`config.mk`:
```
export PLATFORM = sky130hd
export DESIGN_NAME = modbus_rtu_response_framer_unit
export DESIGN_NICKNAME = d
export VERILOG_FILES = /design/src/hdl/mrf_pkg.sv /design/src/hdl/mrf_front.sv /design/src/hdl/mrf_queue.sv /design/src/hdl/mrf_back.sv /design/src/hdl/modbus_rtu_response_framer_unit.sv
export SDC_FILE = /design/constraint.sdc
export NUM_CORES = 1
export LEC_CHECK = 0
export BUFFER_PORTS_ARGS = -buffer_cell sky130_fd_sc_hd__buf_2
export CAP_MARGIN = 20
export CELL_PAD_IN_SITES_DETAIL_PLACEMENT = 0
export CELL_PAD_IN_SITES_GLOBAL_PLACEMENT = 1
export CORE_MARGIN = 2
export CORE_UTILIZATION = 51
export CTS_BUF_LIST = sky130_fd_sc_hd__clkbuf_4 sky130_fd_sc_hd__clkbuf_8
export CTS_CLUSTER_SIZE = 28
export DETAILED_ROUTE_END_ITERATION = 16
export HOLD_SLACK_MARGIN = 0.12
export PLACE_DENSITY = 0.88
export SYNTH_ARGS = -nofsm -noshare
export SYNTH_HDL_FRONTEND = slang
export SYNTH_SLANG_ARGS = --single-unit
export TNS_END_PERCENT = 1
```
`constraint.sdc`:
```
create_clock -name clk -period 4.8 [get_ports clk]
set_input_delay 0.24 -clock clk [delete_from_list [all_inputs] [get_ports clk]]
set_output_delay 0.24 -clock clk [all_outputs]
set_load 0.02 [all_outputs]
```
`src/hdl/mrf_pkg.sv`:
```
// Shared types, codes and the CRC-16 byte update for the response framer.
// No dependencies.
package mrf_pkg;

    localparam logic [2:0] PH_IDLE  = 3'd0;
    localparam logic [2:0] PH_ADDR  = 3'd1;
    localparam logic [2:0] PH_FUNC  = 3'd2;
    localparam logic [2:0] PH_COUNT = 3'd3;
    localparam logic [2:0] PH_DATA  = 3'd4;
    localparam logic [2:0] PH_CRC1  = 3'd5;
    localparam logic [2:0] PH_CRC2  = 3'd6;
    localparam logic [2:0] PH_END   = 3'd7;

    localparam logic [2:0] ROLE_ADDR    = 3'd0;
    localparam logic [2:0] ROLE_FUNC    = 3'd1;
    localparam logic [2:0] ROLE_COUNT   = 3'd2;
    localparam logic [2:0] ROLE_DATA    = 3'd3;
    localparam logic [2:0] ROLE_CRC1    = 3'd4;
    localparam logic [2:0] ROLE_CRC2    = 3'd5;
    localparam logic [2:0] ROLE_IGNORED = 3'd6;

    localparam logic [1:0] ACT_START   = 2'd0;
    localparam logic [1:0] ACT_BYTE    = 2'd1;
    localparam logic [1:0] ACT_RELEASE = 2'd2;

    localparam logic [1:0] CRC_HOLD    = 2'd0;
    localparam logic [1:0] CRC_RESTART = 2'd1;
    localparam logic [1:0] CRC_PUSH    = 2'd2;

    localparam logic [15:0] CRC_INIT = 16'hFFFF;
    localparam logic [15:0] CRC_POLY = 16'hA001;

    typedef struct packed {
        logic [2:0]  frame_state;
        logic [2:0]  byte_role;
        logic [7:0]  byte_value;
        logic [7:0]  data_index;
        logic        address_mismatch;
        logic        frame_done;
        logic [1:0]  crc_op;
        logic [7:0]  first_crc;
    } mrf_word_t;

    function automatic logic [15:0] crc_push(input logic [15:0] crc, input logic [7:0] b);
        logic [15:0] c;
        c = crc ^ {8'd0, b};
        for (int i = 0; i < 8; i++) begin
            c = c[0] ? ((c >> 1) ^ CRC_POLY) : (c >> 1);
        end
        return c;
    endfunction

endpackage

```
`src/hdl/mrf_front.sv`:
```
// Front end: accepts words, tracks the frame phase and classifies each byte.
// Depends on mrf_pkg.
module mrf_front
    import mrf_pkg::*;
(
    input  logic        clk,
    input  logic        rst_n,
    input  logic        cfg_we,
    input  logic [7:0]  cfg_wdata,
    input  logic        accept,
    input  logic [1:0]  action,
    input  logic [7:0]  rx_byte,
    output mrf_word_t   word
);

    logic [7:0] expected_address_reg;
    logic [2:0] frame_phase_reg, frame_phase_next;
    logic [7:0] payload_length_reg, payload_length_next;
    logic [7:0] payload_taken_reg, payload_taken_next;
    logic [7:0] first_crc_byte_reg, first_crc_byte_next;
    logic [7:0] taken_inc;

    assign taken_inc = payload_taken_reg + 8'd1;

    always_comb
    begin
        frame_phase_next    = frame_phase_reg;
        payload_length_next = payload_length_reg;
        payload_taken_next  = payload_taken_reg;
        first_crc_byte_next = first_crc_byte_reg;
        word                = '0;
        word.byte_role      = ROLE_IGNORED;
        word.crc_op         = CRC_HOLD;
        unique case (action)
            ACT_START:   frame_phase_next = PH_ADDR;
            ACT_RELEASE: frame_phase_next = PH_IDLE;
            ACT_BYTE:
            begin
                word.byte_value = rx_byte;
                unique case (frame_phase_reg)
                    PH_ADDR:
                    begin
                        word.byte_role     = ROLE_ADDR;
                        word.crc_op        = CRC_RESTART;
                        payload_taken_next = 8'd0;
                        if (rx_byte != expected_address_reg)
                        begin
                            word.address_mismatch = 1'b1;
                            frame_phase_next      = PH_END;
                        end
                        else
                        begin
                            frame_phase_next = PH_FUNC;
                        end
                    end
                    PH_FUNC:
                    begin
                        word.byte_role   = ROLE_FUNC;
                        word.crc_op      = CRC_PUSH;
                        frame_phase_next = PH_COUNT;
                    end
                    PH_COUNT:
                    begin
                        word.byte_role      = ROLE_COUNT;
                        word.crc_op         = CRC_PUSH;
                        payload_length_next = rx_byte;
                        frame_phase_next    = (rx_byte == 8'd0) ? PH_CRC1 : PH_DATA;
                    end
                    PH_DATA:
                    begin
                        word.byte_role     = ROLE_DATA;
                        word.crc_op        = CRC_PUSH;
                        word.data_index    = payload_taken_reg;
                        payload_taken_next = taken_inc;
                        if (taken_inc >= payload_length_reg)
                        begin
                            frame_phase_next = PH_CRC1;
                        end
                    end
                    PH_CRC1:
                    begin
                        word.byte_role      = ROLE_CRC1;
                        first_crc_byte_next = rx_byte;
                        frame_phase_next    = PH_CRC2;
                    end
                    PH_CRC2:
                    begin
                        word.byte_role   = ROLE_CRC2;
                        word.frame_done  = 1'b1;
                        frame_phase_next = PH_END;
                    end
                    default: ;
                endcase
            end
            default: ;
        endcase
        word.first_crc   = first_crc_byte_reg;
        word.frame_state = frame_phase_next;
    end

    always_ff @(posedge clk or negedge rst_n)
    begin
        if (!rst_n)
        begin
            expected_address_reg <= 8'd0;
            frame_phase_reg      <= PH_IDLE;
            payload_length_reg   <= 8'd0;
            payload_taken_reg    <= 8'd0;
            first_crc_byte_reg   <= 8'd0;
        end
        else
        begin
            if (cfg_we)
            begin
                expected_address_reg <= cfg_wdata;
            end
            if (accept)
            begin
                frame_phase_reg    <= frame_phase_next;
                payload_length_reg <= payload_length_next;
                payload_taken_reg  <= payload_taken_next;
                first_crc_byte_reg <= first_crc_byte_next;
            end
        end
    end

endmodule

```
`src/hdl/mrf_queue.sv`:
```
// Two-entry queue of classified words between front and back.
// Depends on mrf_pkg.
module mrf_queue
    import mrf_pkg::*;
(
    input  logic      clk,
    input  logic      rst_n,
    input  logic      push,
    input  mrf_word_t push_word,
    input  logic      pop,
    output logic      full,
    output logic      not_empty,
    output mrf_word_t head
);

    mrf_word_t  store [2];
    logic       wr_ptr_reg;
    logic       rd_ptr_reg;
    logic [1:0] count_reg, count_next;

    assign full      = (count_reg == 2'd2);
    assign not_empty = (count_reg != 2'd0);
    assign head      = store[rd_ptr_reg];

    always_comb
    begin
        count_next = count_reg;
        if (push && !pop)
        begin
            count_next = count_reg + 2'd1;
        end
        else if (pop && !push)
        begin
            count_next = count_reg - 2'd1;
        end
    end

    always_ff @(posedge clk)
    begin
        if (push)
        begin
            store[wr_ptr_reg] <= push_word;
        end
    end

    always_ff @(posedge clk or negedge rst_n)
    begin
        if (!rst_n)
        begin
            wr_ptr_reg <= 1'b0;
            rd_ptr_reg <= 1'b0;
            count_reg  <= 2'd0;
        end
        else
        begin
            if (push)
            begin
                wr_ptr_reg <= ~wr_ptr_reg;
            end
            if (pop)
            begin
                rd_ptr_reg <= ~rd_ptr_reg;
            end
            count_reg <= count_next;
        end
    end

endmodule

```
`src/hdl/mrf_back.sv`:
```
// Back end: runs the CRC-16, checks the received CRC and holds the output word.
// Depends on mrf_pkg.
module mrf_back
    import mrf_pkg::*;
(
    input  logic        clk,
    input  logic        rst_n,
    input  logic        q_valid,
    input  mrf_word_t   head,
    output logic        pop,
    output logic        out_valid,
    input  logic        out_stall,
    output logic [2:0]  frame_state,
    output logic [2:0]  byte_role,
    output logic [7:0]  byte_value,
    output logic [7:0]  data_index,
    output logic        address_mismatch,
    output logic [15:0] running_crc,
    output logic        frame_done,
    output logic        crc_match
);

    logic [15:0] crc_reg, crc_next;
    logic        out_valid_reg;
    logic        match;

    always_comb
    begin
        case (head.crc_op)
            CRC_RESTART: crc_next = crc_push(CRC_INIT, head.byte_value);
            CRC_PUSH:    crc_next = crc_push(crc_reg, head.byte_value);
            default:     crc_next = crc_reg;
        endcase
    end

    assign match     = head.frame_done && ({head.byte_value, head.first_crc} == crc_reg);
    assign pop       = q_valid && (!out_valid_reg || !out_stall);
    assign out_valid = out_valid_reg;

    always_ff @(posedge clk or negedge rst_n)
    begin
        if (!rst_n)
        begin
            crc_reg       <= CRC_INIT;
            out_valid_reg <= 1'b0;
        end
        else
        begin
            if (pop)
            begin
                crc_reg       <= crc_next;
                out_valid_reg <= 1'b1;
            end
            else if (!out_stall)
            begin
                out_valid_reg <= 1'b0;
            end
        end
    end

    always_ff @(posedge clk)
    begin
        if (pop)
        begin
            frame_state      <= head.frame_state;
            byte_role        <= head.byte_role;
            byte_value       <= head.byte_value;
            data_index       <= head.data_index;
            address_mismatch <= head.address_mismatch;
            running_crc      <= crc_next;
            frame_done       <= head.frame_done;
            crc_match        <= match;
        end
    end

endmodule

```
`src/hdl/modbus_rtu_response_framer_unit.sv`:
```
// Top level of the Modbus RTU response framer: front, queue and back.
// Depends on mrf_pkg, mrf_front, mrf_queue, mrf_back.
//
// channel  handshake             payload
// in       in_valid / in_stall   action, rx_byte
// out      out_valid / out_stall frame_state .. crc_match
// cfg      cfg_we                cfg_wdata (expected address)
//
// One word per cycle sustained while out_stall is low; an accepted word passes
// the queue, then the back's output register, where it shows with out_valid high.
// The front updates the frame phase in the accept cycle; the back runs the
// byte-wide CRC update into the output register. rst_n clears phase, CRC
// (to 0xFFFF), address and queue. in_stall rises only when the two-entry
// queue is full behind a stalled output word.
module modbus_rtu_response_framer_unit
    import mrf_pkg::*;
(
    input  logic        clk,
    input  logic        rst_n,
    input  logic        cfg_we,
    input  logic [7:0]  cfg_wdata,
    input  logic        in_valid,
    output logic        in_stall,
    input  logic [1:0]  action,
    input  logic [7:0]  rx_byte,
    output logic        out_valid,
    input  logic        out_stall,
    output logic [2:0]  frame_state,
    output logic [2:0]  byte_role,
    output logic [7:0]  byte_value,
    output logic [7:0]  data_index,
    output logic        address_mismatch,
    output logic [15:0] running_crc,
    output logic        frame_done,
    output logic        crc_match
);

    mrf_word_t front_word;
    mrf_word_t head_word;
    logic      accept;
    logic      q_full;
    logic      q_valid;
    logic      pop;

    assign in_stall = q_full;
    assign accept   = in_valid && !q_full;

    mrf_front u_front (
        .clk       (clk),
        .rst_n     (rst_n),
        .cfg_we    (cfg_we),
        .cfg_wdata (cfg_wdata),
        .accept    (accept),
        .action    (action),
        .rx_byte   (rx_byte),
        .word      (front_word)
    );

    mrf_queue u_queue (
        .clk       (clk),
        .rst_n     (rst_n),
        .push      (accept),
        .push_word (front_word),
        .pop       (pop),
        .full      (q_full),
        .not_empty (q_valid),
        .head      (head_word)
    );

    mrf_back u_back (
        .clk              (clk),
        .rst_n            (rst_n),
        .q_valid          (q_valid),
        .head             (head_word),
        .pop              (pop),
        .out_valid        (out_valid),
        .out_stall        (out_stall),
        .frame_state      (frame_state),
        .byte_role        (byte_role),
        .byte_value       (byte_value),
        .data_index       (data_index),
        .address_mismatch (address_mismatch),
        .running_crc      (running_crc),
        .frame_done       (frame_done),
        .crc_match        (crc_match)
    );

endmodule

```
* Yosys cells after proc, flatten, opt, wreduce, memory -nomap -nowiden *
Memory sizes are Yosys's and may differ from the RTL's.
Index checks and enable logic that the tools add are counted.

storage, ports and cells
  bits in registers = 97
  RAM bits = 68
  input bits = 23
  logic and storage cells = 113
  memories = 1

operators by class
  $add $sub $neg = 3
  order comparisons = 1
  equality and inequality tests = 14
  mux-type cells = 36
  bitwise operators = 20
  reduce and logical (&&, ||, !) cells = 20

memories
  name           depth  width  rd ports  clocked after memory_dff  write ports  RTL line         text
  u_queue.store  2      34     1         0                         1            mrf_queue.sv:16  mrf_word_t store [2];

operators by type and width
  kind                   number
  $mux W16               16
  $not A2 Y3             16
  $pmux W3 S6            2
  $pmux W16 S2           1
  $mux W23               1
  $eq A16 B16 Y1         1
  $not A8 Y16            1
  $pmux W8 S2            1
  $xor A16 B8 Y16        1
  $eq A3 B3 Y1 const B   3
  $pmux W3 S3            1
  $reduce_and A3 Y1      3
  $add A8 B1 Y8 const B  1
  $ge A8 B8 Y1           1
  $logic_not A8 Y1       1
  $mux W1                8
  $mux W8                1
  $ne A8 B8 Y1           1
  $eq A2 B2 Y1 const B   3
  $eq A3 B2 Y1 const B   2
  $mux W3                2
  $reduce_bool A2 Y1     3
  $logic_and A1 B1 Y1    5
  $logic_not A1 Y1       5
  11 further kinds       14

* Longest topological paths before layout *
An unclocked memory read counts as a cell.

  depth after elaboration = 19
  mapped depth = 14
  gate-level depth less buffers = 9

* Cells and area by module *
Synthesis repeated with hierarchy kept, for this count alone.

second synthesis, totals
  cells, all modules = 538
  area, all modules = 7626.1 um^2

by module, submodules not included
  module                           times used  cells each  area each (um^2)  sequential area each (um^2)
  mrf_queue                        1           122         2793.9            2142.1
  mrf_back                         1           203         2755.1            1676.6
  mrf_front                        1           212         2063.2            875.8
  modbus_rtu_response_framer_unit  1           1           13.8              0.0

* Worst setup path before layout *
OpenSTA, ideal clock, no wires.

  path type = reg-to-reg
  start = register u_queue.rd_ptr_reg
  end = register u_back.running_crc[0], data pin
  library setup time = 0.262 ns
  data arrival time = 3.113 ns
  data required time = 4.538 ns
  slack = 1.425 ns
  stages on the path, launching flop included = 12
  buffers on the path = 7
  clock period less this slack = 3.375 ns
  cells stage by stage = dfrtp_1 -> buf_6 -> buf_6 -> buf_2 -> clkbuf_1 -> buf_1 -> mux2i_1 -> inv_1 -> ha_1 -> clkbuf_1 -> buf_1 -> mux2_1

between the ends
  word-level cells in the longest chain between the ends = 12
  elaborated cells on any way between the ends = 36
  classes of those cells = eq/ne (2); mux (17); bitwise (16); memory (1)

ends and longest elaborated chain
  what                                                  RTL line         text
  start: declaration                                    mrf_queue.sv:18  logic rd_ptr_reg;
  start signal: assignment                              mrf_queue.sv:62  rd_ptr_reg <= ~rd_ptr_reg;
  $mem_v2 Z2 W34 *                                      -
  $xor A16 B8 Y16 or $not A8 Y16 (tied branches)        -
  $mux W16 or $not A2 Y3 (tied branches) (6 in series)  -
  $not A2 Y3 (no line) or $mux W16 (tied branches)      -
  $mux W16 (2 in series)                                mrf_pkg.sv:48    c = c[0] ? ((c >> 1) ^ CRC_POLY) : (c >> 1);
  $pmux W16 S2 *                                        mrf_back.sv:29   case (head.crc_op)
  net u_back.crc_next[0]                                mrf_back.sv:23   logic [15:0] crc_reg, crc_next;
  end signal: assignment                                mrf_back.sv:70   running_crc <= crc_next;
  end: declaration                                      mrf_back.sv:18   output logic [15:0] running_crc,

Mark *: on every way through the listed nets, which the timed path passes. The rest lies on a longest branch.
A chain may end at the register's enable or synchronous reset.

* Worst setup path after layout *
  start = register u_queue.rd_ptr_reg
  end = register u_back.crc_reg[10]

between the ends
  word-level cells in the longest chain between the ends = 13
  elaborated cells on any way between the ends = 32
  classes of those cells = eq/ne (2); mux (17); bitwise (12); memory (1)

ends and longest elaborated chain
  what                                              RTL line        text
  $mem_v2 Z2 W34 *                                  -
  $xor A16 B8 Y16 or $not A8 Y16 (tied branches)    -
  $mux W16 or $not A2 Y3 (tied branches)            -
  $not A2 Y3 (no line) or $mux W16 (tied branches)  -
  $mux W16 (3 in series)                            mrf_pkg.sv:48
  $not A2 Y3 (no line)                              -
  $mux W16 (4 in series)                            mrf_pkg.sv:48
  $pmux W16 S2 *                                    mrf_back.sv:29
  net u_back.crc_next[10]                           mrf_back.sv:23
  end signal: assignment                            mrf_back.sv:51  crc_reg <= crc_next;
  end: declaration                                  mrf_back.sv:23

Marks and branches as above.

==> out/qor.txt <==
dpl cells: 778
n_diodes: 0
CP Cell Sequence: buf_4, mux2i_1, inv_1, ha_1, mux2_2, mux2_2
simple-gate portion of the synthesized area: 6.343%
Distinct cells, synth: 47
adder-cell share of the synthesized area: 2.657%
row cnt: 44
# resized after CTS: 0
clock skew: 10.89 ps
#FFs+latches synth: 165
setup ws final: 1623 ps
initial DRC count: 378
Routed WL per cell: 17.64 µm
register area: 4696 µm²
Hold Path Class: input port to flop
remaining antenna violation count: 0
TritonCTS clock tree: yes
post-synthesis mux area share: 12.39%
vias per inst: 5.292
RD Place Congestion: 0.8990
worst-margin pin slew: 953.0 ps
total die area: 15760 µm²
Remaining DRCs: 0
Final HPWL DP: 10060 µm
clock sinks: 165
Top cell by count, worst path: mux2_2
CTS clk-pin slew, worst paths: 80 ps
H-tree levels: 4
maximum clock frequency: 314.8 MHz
antenna violations before repair: 0
Max-slew headroom: 36.04%
Filler Cells Inserted: 1137
pre-CTS setup slack: 1640 ps
Post-CTS Hold Fix Bufs: 18
area share of the largest cell type after synthesis: 43.44%
Area contributors post-synth: edfxtp_1, dfrtp_1, mux2_2
dominant synthesized flop cell: edfxtp_1
TritonRoute pass-1 iters: 4
vias in the first global route: 4392
Buf+Inv Stages, Crit Path: 2
CP peak stage delay: 820 ps
Worst setup EP type: flop
Pwr per Cell Area: 704.1 nW/µm²
# port buffers: 65
post-route clock period utilization: 66.19%
layout cells sized above 1: 28.84%
Synth Area in XOR/XNOR: 8.419%
delay-heaviest family, CP: multiplexers
worst-path fanout max: 26
Syn Inst Count: 542
effective utilization at floorplan: 52.04%
Post-Synthesis Cell Area: 7535 µm²
largest net degree at the start of global routing: 57
routed wire length: 14630 µm
Layout Cells excl Fill: 829
global-route wire length before repair: 23340 µm
Synthesis Warnings: 0
area of the multi-input gates: 2653 µm²
CORE AREA: 14480 µm²
sequential share of the synthesized area: 62.30%
clock tree buffer depth: 2
Final Hold Viols: 0
LEAKAGE: 3.527 nW
Final min period: 3177 ps
Num CTS Buffers: 17
status: complete, no violations
Die Ht: 125.6 µm
Synth Area in Compound Gates: 5.330%
IO Count: 66
Synth area leader: edfxtp_1
Slew Limit Fails: 0
largest family of logic cells by synthesized area: multiplexers
Max Cap Viol: 0
Setup Crit Path Kind: flop to flop
total gr overflow: 0
async set-reset flop share out of synthesis: 33.94%
final setup TNS: 0 ps
Clock Root Buffer: clkbuf_8
syn avg cell area: 13.90 µm²
VDD IR max: 0.2757 mV
vias: 4387
worst endpoint required time: 5180 ps
max FFs per register: 68
final setup fails: 0
Post-synth EDFFs: 109
Area Growth Syn to Fin: 15.54%
CP max-delay cell: ha_1
crit path launch type: flop
nets@finish: 671
post-CTS setup buffers: 0
Skew-Pair Late Insertion Delay: 450 ps
CP arrival: 3560 ps
RSZ-0062 raised after global routing: false
Syn Nets: 581
Die X: 125.6 µm
Tot GR Track Use: 19.27%
==> per-layer routing <==
layer	global-route usage [%]	vias to the layer above	wire, µm
li1	-	2108	-
met1	26.67	2165	6848
met2	30.37	105	6999
met3	4.108	9	639
met4	6.863	0	140
met5	0	-	0
==> per-stage QoR <==
stage	utilization, %	instance area (µm²)	total power, mW	hold WS, ps
2_1_floorplan	-	7535	4.362	-55.59
3_3_place_gp	55.52	8039	4.907	425.6
3_5_place_dp	55.52	8039	4.975	445.1
4_1_cts	59.99	8686	6.137	127.4
5_1_grt	60.13	8706	6.482	136.3
6_report	60.13	8706	6.130	152.5
==> cells in the final DEF, fill, tap and decap left out, drive strengths merged, types with 2 or more instances in the layout <==
cell / synthesis / final
buf: 7 / 70
dlygate4sd3: 0 / 18
and3: 2 / 2
nand4: 5 / 5
a21oi: 18 / 18
o21ai: 25 / 25
and2: 17 / 17
nand3b: 2 / 2
nand3: 6 / 6
bufinv: 0 / 5
dfstp: 16 / 16
clkbuf: 10 / 22
xor2: 25 / 25
nor2: 25 / 25
inv: 28 / 28
ha: 16 / 16
nor2b: 2 / 2
nor4: 4 / 4
a21o: 3 / 3
mux2: 61 / 61
edfxtp: 109 / 109
dfrtp: 40 / 40
a22o: 6 / 6
o32ai: 2 / 2
nand2b: 4 / 4
nor3: 2 / 2
nand2: 29 / 29
a22oi: 4 / 4
clkinv: 0 / 4
xnor2: 44 / 44
mux2i: 21 / 21
==> synthesized netlist by cell type (6+ instances only) <==
library cell  instances
clkbuf_1             10
edfxtp_1            109
dfrtp_1              40
mux2i_1              17
o21ai_1              10
xor2_1               24
a21oi_1              18
mux2_2               58
xnor2_1              44
o21ai_0              15
inv_1                27
nor2_1               25
a22o_1                6
dfstp_2              16
nand2_1              29
and2_1               17
ha_1                 16
nand3_1               6
==> where the power goes <==
part	total [mW]	switching, mW	internal, mW
Clock	1.15	0.477	0.668
Combinational	2.52	1.44	1.08
Sequential	2.46	0.298	2.16
Total	6.13	2.21	3.91
==> cell families (layout without fill, tap and decap cells) <==
| family | Yosys count | in the layout |
|---|---|---|
| XOR/XNOR | 70 | 70 |
| AND/OR/NAND/NOR | 99 | 99 |
| multiplexers | 82 | 82 |
| adder cells (fa/ha/maj) | 16 | 16 |
| flip-flops | 165 | 165 |
| buffers and inverters | 45 | 148 |
| AO/OA/AOI/OAI | 65 | 65 |
==> area by class of cell <==
type | count | area share (%)
Tap cell | 184 | 2.644
Clock inverter | 10 | 2.026
Clock buffer | 22 | 3.334
Inverter | 28 | 1.207
Multi-Input combinational cell | 332 | 30.47
Sequential cell | 165 | 53.94
Timing Repair Buffer | 88 | 6.381
==> final timing paths <==
path                            slack (ps)                       endpoint  cells after the start                     startpoint
worst min-delay path                   150  u_front.payload_length_reg[2]                      2                     rx_byte[2]
max in group asynchronous             3820             u_queue.rd_ptr_reg                      3                          rst_n
min in group asynchronous              470               u_back.out_valid                      3                          rst_n
worst min register to register         470            u_queue.store[1][1]                      0  u_front.first_crc_byte_reg[1]
worst max-delay path                  1620             u_back.crc_reg[10]                      6             u_queue.rd_ptr_reg
worst max register to register        1620             u_back.crc_reg[10]                      6             u_queue.rd_ptr_reg
No activity file was read; power rests on OpenSTA's default activity.
